--- src/sv/bam_pkg.sv ---
// Package: types and constants shared by the block average mosaic design.
package bam_pkg;

   localparam int MAX_FRAME_WIDTH_DEF  = 1024;
   localparam int MAX_FRAME_HEIGHT_DEF = 1024;
   localparam int MAX_TILE_DEF         = 64;

   localparam int CSR_IDX_W  = 2;
   localparam int CSR_DATA_W = 11;

   localparam logic [CSR_IDX_W-1:0] CSR_TILE_SIZE    = 2'd0;
   localparam logic [CSR_IDX_W-1:0] CSR_FRAME_WIDTH  = 2'd1;
   localparam logic [CSR_IDX_W-1:0] CSR_FRAME_HEIGHT = 2'd2;

   localparam int HUE_SUM_W   = 27;
   localparam int SMALL_SUM_W = 20;

   typedef struct packed {
      logic        start_of_frame;
      logic [14:0] hue;
      logic [7:0]  saturation;
      logic [7:0]  luminance;
      logic [7:0]  alpha;
   } req_beat_type;

   typedef struct packed {
      logic [9:0]  tile_column;
      logic [9:0]  tile_row;
      logic [14:0] mean_hue;
      logic [7:0]  mean_saturation;
      logic [7:0]  mean_luminance;
      logic [7:0]  mean_alpha;
   } rsp_beat_type;

   // Sums of one tile column, handed to the divider.
   typedef struct packed {
      logic [9:0]             tile_column;
      logic [9:0]             tile_row;
      logic [HUE_SUM_W-1:0]   hue;
      logic [SMALL_SUM_W-1:0] sat;
      logic [SMALL_SUM_W-1:0] lum;
      logic [SMALL_SUM_W-1:0] alp;
      logic [12:0]            count;
   } bam_sums_type;

endpackage

--- src/sv/bam_divider.sv ---
// Bit-serial restoring divider for the four channel means of one tile.
module bam_divider
   import bam_pkg::*;
(
   input  logic         clock,
   input  logic         reset,
   input  logic         start,
   input  bam_sums_type sums,
   output logic         done,
   output rsp_beat_type result
);

   localparam int STEPS = HUE_SUM_W;

   logic                   busy_ff, busy_in;
   logic                   done_ff, done_in;
   logic [4:0]             step_ff, step_in;
   bam_sums_type           q_ff, q_in;
   logic [12:0]            rh_ff, rh_in, rs_ff, rs_in, rl_ff, rl_in, ra_ff, ra_in;

   logic [13:0] sh_h, sh_s, sh_l, sh_a;
   logic        ge_h, ge_s, ge_l, ge_a;

   always_comb begin
      sh_h = {rh_ff, q_ff.hue[HUE_SUM_W-1]};
      sh_s = {rs_ff, q_ff.sat[SMALL_SUM_W-1]};
      sh_l = {rl_ff, q_ff.lum[SMALL_SUM_W-1]};
      sh_a = {ra_ff, q_ff.alp[SMALL_SUM_W-1]};
      ge_h = sh_h >= {1'b0, q_ff.count};
      ge_s = (step_ff < 5'(STEPS - SMALL_SUM_W)) ? 1'b0 : sh_s >= {1'b0, q_ff.count};
      ge_l = (step_ff < 5'(STEPS - SMALL_SUM_W)) ? 1'b0 : sh_l >= {1'b0, q_ff.count};
      ge_a = (step_ff < 5'(STEPS - SMALL_SUM_W)) ? 1'b0 : sh_a >= {1'b0, q_ff.count};

      busy_in = busy_ff;
      done_in = 1'b0;
      step_in = step_ff;
      q_in    = q_ff;
      rh_in   = rh_ff;
      rs_in   = rs_ff;
      rl_in   = rl_ff;
      ra_in   = ra_ff;
      if (start) begin
         busy_in = 1'b1;
         step_in = '0;
         q_in    = sums;
         rh_in   = '0;
         rs_in   = '0;
         rl_in   = '0;
         ra_in   = '0;
      end else if (busy_ff) begin
         // hue walks all its bits; the 20-bit sums join for the final bits
         rh_in = ge_h ? 13'(sh_h - {1'b0, q_ff.count}) : sh_h[12:0];
         q_in.hue = {q_ff.hue[HUE_SUM_W-2:0], ge_h};
         if (step_ff >= 5'(STEPS - SMALL_SUM_W)) begin
            rs_in = ge_s ? 13'(sh_s - {1'b0, q_ff.count}) : sh_s[12:0];
            rl_in = ge_l ? 13'(sh_l - {1'b0, q_ff.count}) : sh_l[12:0];
            ra_in = ge_a ? 13'(sh_a - {1'b0, q_ff.count}) : sh_a[12:0];
            q_in.sat = {q_ff.sat[SMALL_SUM_W-2:0], ge_s};
            q_in.lum = {q_ff.lum[SMALL_SUM_W-2:0], ge_l};
            q_in.alp = {q_ff.alp[SMALL_SUM_W-2:0], ge_a};
         end
         step_in = step_ff + 5'd1;
         if (step_ff == 5'(STEPS - 1)) begin
            busy_in = 1'b0;
            done_in = 1'b1;
         end
      end
   end

   always_ff @(posedge clock) begin
      if (reset) begin
         busy_ff <= 1'b0;
         done_ff <= 1'b0;
         step_ff <= '0;
      end else begin
         busy_ff <= busy_in;
         done_ff <= done_in;
         step_ff <= step_in;
      end
      q_ff  <= q_in;
      rh_ff <= rh_in;
      rs_ff <= rs_in;
      rl_ff <= rl_in;
      ra_ff <= ra_in;
   end

   assign done = done_ff;
   assign result.tile_column     = q_ff.tile_column;
   assign result.tile_row        = q_ff.tile_row;
   assign result.mean_hue        = q_ff.hue[14:0];
   assign result.mean_saturation = q_ff.sat[7:0];
   assign result.mean_luminance  = q_ff.lum[7:0];
   assign result.mean_alpha      = q_ff.alp[7:0];

endmodule

--- config.mk ---
export PLATFORM = sky130hd
export DESIGN_NAME = bam_divider
export DESIGN_NICKNAME = d
export VERILOG_FILES = /design/src/sv/bam_pkg.sv /design/src/sv/bam_divider.sv
export SDC_FILE = /design/constraint.sdc
export NUM_CORES = 1
export LEC_CHECK = 0
export BUFFER_PORTS_ARGS = -buffer_cell sky130_fd_sc_hd__buf_2
export CAP_MARGIN = 20
export CORE_MARGIN = 1
export CORE_UTILIZATION = 35
export DETAILED_ROUTE_END_ITERATION = 8
export GPL_TIMING_DRIVEN = 0
export SETUP_SLACK_MARGIN = 0.2
export SYNTH_ARGS = -nofsm -noshare
export SYNTH_HDL_FRONTEND = slang
export SYNTH_SLANG_ARGS = --single-unit
--- constraint.sdc ---
create_clock -name clock -period 10.1 [get_ports clock]
set_clock_uncertainty 0.1 [all_clocks]
set_input_delay 1.01 -clock clock [delete_from_list [all_inputs] [get_ports clock]]
set_output_delay 1.01 -clock clock [all_outputs]
set_load 0.02 [all_outputs]
==> results of run 1 <==
-- cell families (layout without fill, tap and decap cells) --
group	after synthesis	count (layout)	share of synthesized area, %
muxes	107	107	11.5
AOI/OAI and AO/OA	190	190	12.8
adders and majority gates	58	58	7.39
xor gates and xnor gates	39	39	3.34
DFF	179	179	46.8
buffers and inverters	135	349	7.93
and+or+nand+nor	215	215	10.2
-- worst max-delay path, delay by kind of cell --
family	cells	cell delay (ns)
buffers and inverters	3	1.46
and+or+nand+nor	1	0.66
-- path summary, 6_finish.rpt --
| check | from | to | slack, ns |
|---|---|---|---|
| hold / removal | rs_ff[1] | rs_ff[1] | 0.38 |
| setup reg to reg | q_ff[1] | rh_ff[3] | 6.94 |
| hold reg to reg | rs_ff[1] | rs_ff[1] | 0.38 |
| setup / recovery | start | result[22] | 6.81 |
-- placed cells by master, fill, tap and decap left out, drive strengths merged, types with 38 or more instances in the layout --
master and n:
buf 255, a21oi 38, dfxtp 59, clkbuf 44, nand2 38, edfxtp 120, mux2 83, ha 54
nor2 82, inv 43
-- cell type report --
type	count	area [um2]	area share [%]
Clock inverter	14	164	1.34
Buffer	99	676	5.52
Timing Repair Buffer	183	938	7.67
Multi-Input combinational cell	609	4640	37.9
Sequential cell	179	4780	39.1
Tap cell	384	480	3.93
Clock buffer	17	425	3.48
Inverter	36	135	1.10
-- flip-flops by register name, indices dropped and copies added (netlist names) --
signal,count
done,1
rs_ff,13
q_ff,61
step_ff,5
ra_ff,13
rl_ff,13
result,59
rh_ff,13
busy_ff,1
-- where the power goes --
| group | total (W) | leakage (nW) | switching (W) | internal [W] |
|---|---|---|---|---|
| Combinational | 0.000298 | 3.06 | 0.000159 | 0.000139 |
| Sequential | 0.000855 | 1.66 | 0.0000204 | 0.000835 |
| Clock | 0.000679 | 0.290 | 0.000326 | 0.000353 |
| Total | 0.00183 | 5.01 | 0.000506 | 0.00133 |
-- per-stage QoR --
stage | setup slack, ns | power (W) | utilization [%] | hold slack, ns | instances
floorplan | 6.85 | 0.00107 | - | 0.348 | 923
global placement | 4.97 | 0.00117 | 40.5 | 0.371 | 1489
detailed placement | 6.32 | 0.00117 | 40.5 | 0.377 | 1489
CTS | 6.76 | 0.00185 | 42.6 | 0.387 | 1520
global route | 6.62 | 0.00191 | 42.6 | 0.404 | 1521
finish | 6.81 | 0.00183 | 42.6 | 0.385 | 1521
-- per-layer routing --
metal	wire length, um	up-vias	global-route usage [%]
met5	8	-	0
met2	12100	201	28.5
met4	313	2	4.31
met1	11500	3644	21.9
li1	-	3771	-
met3	1300	22	3.85
==> results.tsv, run 1 <==
metric	value	unit
Final Hold Violating Endpoints	0	
WL final	25300	um
Die Width	173	um
1st-pass router iterations	5	
clk slew on worst S/H paths	0.07	ns
Post-DRT Antenna Nets	0	
final setup TNS	0	ns
area share of the largest cell type after synthesis	35.2	%
design area	12200	um2
Placer Congestion	0.888	
worst-path cell chain	buf_2, clkbuf_1, inv_1, nand2_4	
RSZ-0062 raised after global routing	false	
share of cells above drive strength 1	34.3	%
cells taking the most area after synthesis	edfxtp_1, dfxtp_1, mux2_2	
DRC	0	
Slowest cell on crit path	nand2_4	
crit path max fanout	61	
maximum VDD drop	0.109	mV
Nets	1306	
Final min period	3.29	ns
Worst R2R Path Depth	9	
PortBufs	182	
PD cells	150	nW/um2
worst hold path class	reg -> reg	
placed wire-length estimate	18200	um
ys async rst share	0	%
Synth Register Bits	179	
Synthesized Nets	1104	
Post-synth EDFFs	120	
CP endpoint kind	register	
cts hold-fix bufs	0	
Routed WL per cell	16.6	um
CTS Buf Count	17	
clock tree buffer depth	2	
CP max stage delay	0.66	ns
Via density	5.02	
core area	28700	um2
static leakage	5.01	nW
die span in y	173	um
Synth warnings	0	
I/O pin count	183	
status	finished, final reports clean	
Final Cycle Share	32.5	%
worst slew pin tran	0.877	ns
first-pass GRT wire length	39800	um
Worst Setup Start Kind	input pin	
Max Slew Vio Count	0	
number of fill cells	2831	
max_cap viols	0	
PostCTS Resize Cnt	0	
insertion delay to the later sink of the worst-skew pair	0.44	ns
GRT Residual Overflow	0	
total track usage	16.9	%
Initial DRC Count	385	
Post-synth top cells	edfxtp_1, mux2_2, nor2_1, buf_4, dfxtp_1	
Seq/Total Area, Yosys	46.8	%
number of antenna violations at the first check in global routing	1	
number of global-route vias before repair	7482	
site row count	62	
highest clock rate	304	MHz
Cells on Worst Hold Path	2	
Root Driver	clkbuf_16	
WP data required	10.06	ns
Placed Area	11600	um2
antenna diode count	0	
Post-synth top flop	edfxtp_1	
Starting Density	35.6	%
H-tree levels	4	
slew margin rel.	41.5	%
postcts setup bufs	0	
cells after synthesis	923	
Synth Cell Area	10200	um2
synth unique cells	73	
die area	29900	um2
critical path class	in -> reg	
CTS Sinks	179	
pin count of the biggest net entering global routing	62	
WP data arrival	3.24	ns
Setup-failing EPs final	0	
Via Count	7640	
largest area contributor in the netlist	edfxtp_1	
most common cell in the netlist	edfxtp_1	
Layout area overhead	19.7	%
TritonCTS clock tree	built	
Avg Cell Area, Syn	11.1	um2
Power figures use the tool's default switching activity.
==> run 2, diff against run 1 <==
==> constraint.sdc (replaced) <==
create_clock -name clock -period 3.07 [get_ports clock]
set_clock_uncertainty 0.1 [all_clocks]
set_input_delay 0.307 -clock clock [delete_from_list [all_inputs] [get_ports clock]]
set_output_delay 0.307 -clock clock [all_outputs]
set_load 0.02 [all_outputs]
==> run 2 against run 1 <==
Clock power increased to 3.2 times the previous value; largest cell class is now multi-input gates; flip-flop and latch count unchanged; via count increased by 3.8%; hold slack got worse by 0.32 ns; global-route usage increased by 0.56 points; non-clock buffer count increased by 54.
==> results.tsv, run 2 (synthesized netlist as in run 1, its figures left out) <==
metric	value	unit
Reg with most FFs	q_ff	
Routed WL per cell	16.7	um
max_cap viols	0	
Switch Pwr	0.00169	W
critical path class	reg -> reg	
Placer Congestion	0.880	
RSZ-0062 raised after global routing	true	
max reg flops	61	
Post-DRT Antenna Nets	0	
insertion delay to the later sink of the worst-skew pair	0.43	ns
Setup-failing EPs final	0	
design area	12900	um2
reg2reg end	rl_ff[3]	
fin util	45.0	%
H-tree levels	4	
DRC	0	
I/O pin count	183	
sequential power share	46.6	%
WP data arrival	3.05	ns
worst slew pin tran	0.790	ns
die span in y	173	um
CTS Buf Count	17	
clk slew on worst S/H paths	0.08	ns
GRT Residual Overflow	0	
PD cells	467	nW/um2
clock tree buffer depth	2	
placed wire-length estimate	18300	um
Final Cycle Share	91.2	%
critical register-to-register path startpoint	q_ff[0]	
number of global-route vias before repair	8013	
TritonCTS clock tree	built	
R2R setup slack	0.27	ns
clock power share	35.6	%
CP endpoint kind	register	
CTS Sinks	179	
status	finished, final reports clean	
Sw Ratio	28.0	%
maximum VDD drop	0.353	mV
PortBufs	182	
Final Hold Violating Endpoints	0	
first-pass GRT wire length	41600	um
most common cell after layout, fill and taps aside	buf_2	
Max Slew Vio Count	0	
site row count	62	
crit path to	rl_ff[3]	
highest clock rate	357	MHz
Worst R2R Path Depth	11	
Initial DRC Count	445	
total track usage	17.5	%
Layout area overhead	26.5	%
Starting Density	35.6	%
worst setup path startpoint	q_ff[0]	
Root Driver	clkbuf_16	
WL final	26400	um
share of cells above drive strength 1	37.0	%
combinational share of power	17.8	%
commonest cells after routing, fill and taps aside	buf_2, edfxtp_1, mux2_2	
antenna diode count	0	
Nets	1360	
1st-pass router iterations	5	
Worst Setup Start Kind	register	
die area	29900	um2
core area	28700	um2
crit path max fanout	3	
Internal Dissipation	0.00435	W
Final min period	2.80	ns
slew margin rel.	47.3	%
Via Count	7931	
number of antenna violations at the first check in global routing	0	
WP data required	3.32	ns
worst hold path class	in -> reg	
pin count of the biggest net entering global routing	62	
Placed Area	11600	um2
Die Width	173	um
static leakage	5.24	nW
Via density	5.03	
==> run 2: cell types whose count changed in the layout (fill, tap and decap cells not counted), moves of 3 or more <==
cell	delta
a211oi_1	-3
a211oi_2	+3
a21oi_1	-3
buf_4	+16
buf_6	+4
clkinvlp_4	+4
dlygate4sd3_1	+34
ha_1	-5
ha_2	+3
inv_1	-7
inv_2	+4
==> run 2: repair_timing <==
item,in CTS,in global routing
endpoints found under the setup margin,105,49
hold buffers,34,0
gates cloned,0,2
hold endpoints to repair,34,0
setup buffers,8,10
resized for setup,15,34
pin swaps,8,15
==> run 2: worst max-delay path, cell delays in order, from the launching register on <==
cell and delay, ns:
edfxtp_1 0.45, buf_6 0.17, ha_2 0.18, fa_2 0.34, nand2b_4 0.16, a21oi_4 0.14
o31a_1 0.18, nor3_2 0.06, a2bb2oi_2 0.19, buf_4 0.15, or3_1 0.36, a311oi_1 0.24
==> run 2: worst min-delay path by stage <==
stage,end,slack (ns),cells past startpoint,from
3_5_place_dp,rs_ff[1],0.38,2,rs_ff[1]
6_report,q_ff[43],0.07,2,sums[43]
5_1_grt,q_ff[43],0.05,2,sums[43]
3_3_place_gp,rs_ff[1],0.37,2,rs_ff[1]
4_1_cts,result[24],0.05,3,sums[73]
2_1_floorplan,busy_ff,0.28,1,reset
==> run 2: through the flow <==
stage          hold WS (ns)  setup slack, ns  setup TNS, ns  instances  power [W]
4_1_cts              0.0455            0.203              0       1563    0.00606
3_3_place_gp          0.371           -0.499         -31.33       1489    0.00383
6_report             0.0663            0.270              0       1576    0.00604
2_1_floorplan         0.279            0.377              0        923    0.00353
5_1_grt              0.0536            0.172              0       1576    0.00630
3_5_place_dp          0.376           -0.128          -2.00       1489    0.00384
==> run 2: layer usage <==
| layer | global-route usage, % | vias up | wire length, um |
|---|---|---|---|
| li1 | - | 3892 | - |
| met1 | 22.2 | 3796 | 11800 |
| met2 | 29.6 | 203 | 12600 |
| met3 | 3.41 | 40 | 1190 |
| met4 | 6.34 | 0 | 743 |
| met5 | 0 | - | 0 |
==> run 2: power groups by stage <==
stage | Sequential, W | Combinational (W) | Clock [W]
after floorplan | 0.00284 | 0.000689 | 0
after global placement | 0.00287 | 0.000965 | 0
after detailed placement | 0.00287 | 0.000972 | 0
after CTS | 0.00281 | 0.00104 | 0.00221
after global routing | 0.00283 | 0.00118 | 0.00229
final | 0.00282 | 0.00108 | 0.00215
==> run 2: layout make-up <==
class,count,area (um2)
buffer,99,696
clock buffer,18,429
clock inverter,14,140
fill,2735,15800
inverter,36,146
multi-input combinational,609,4810
sequential,179,4780
tap,384,480
timing repair buffer,237,1440
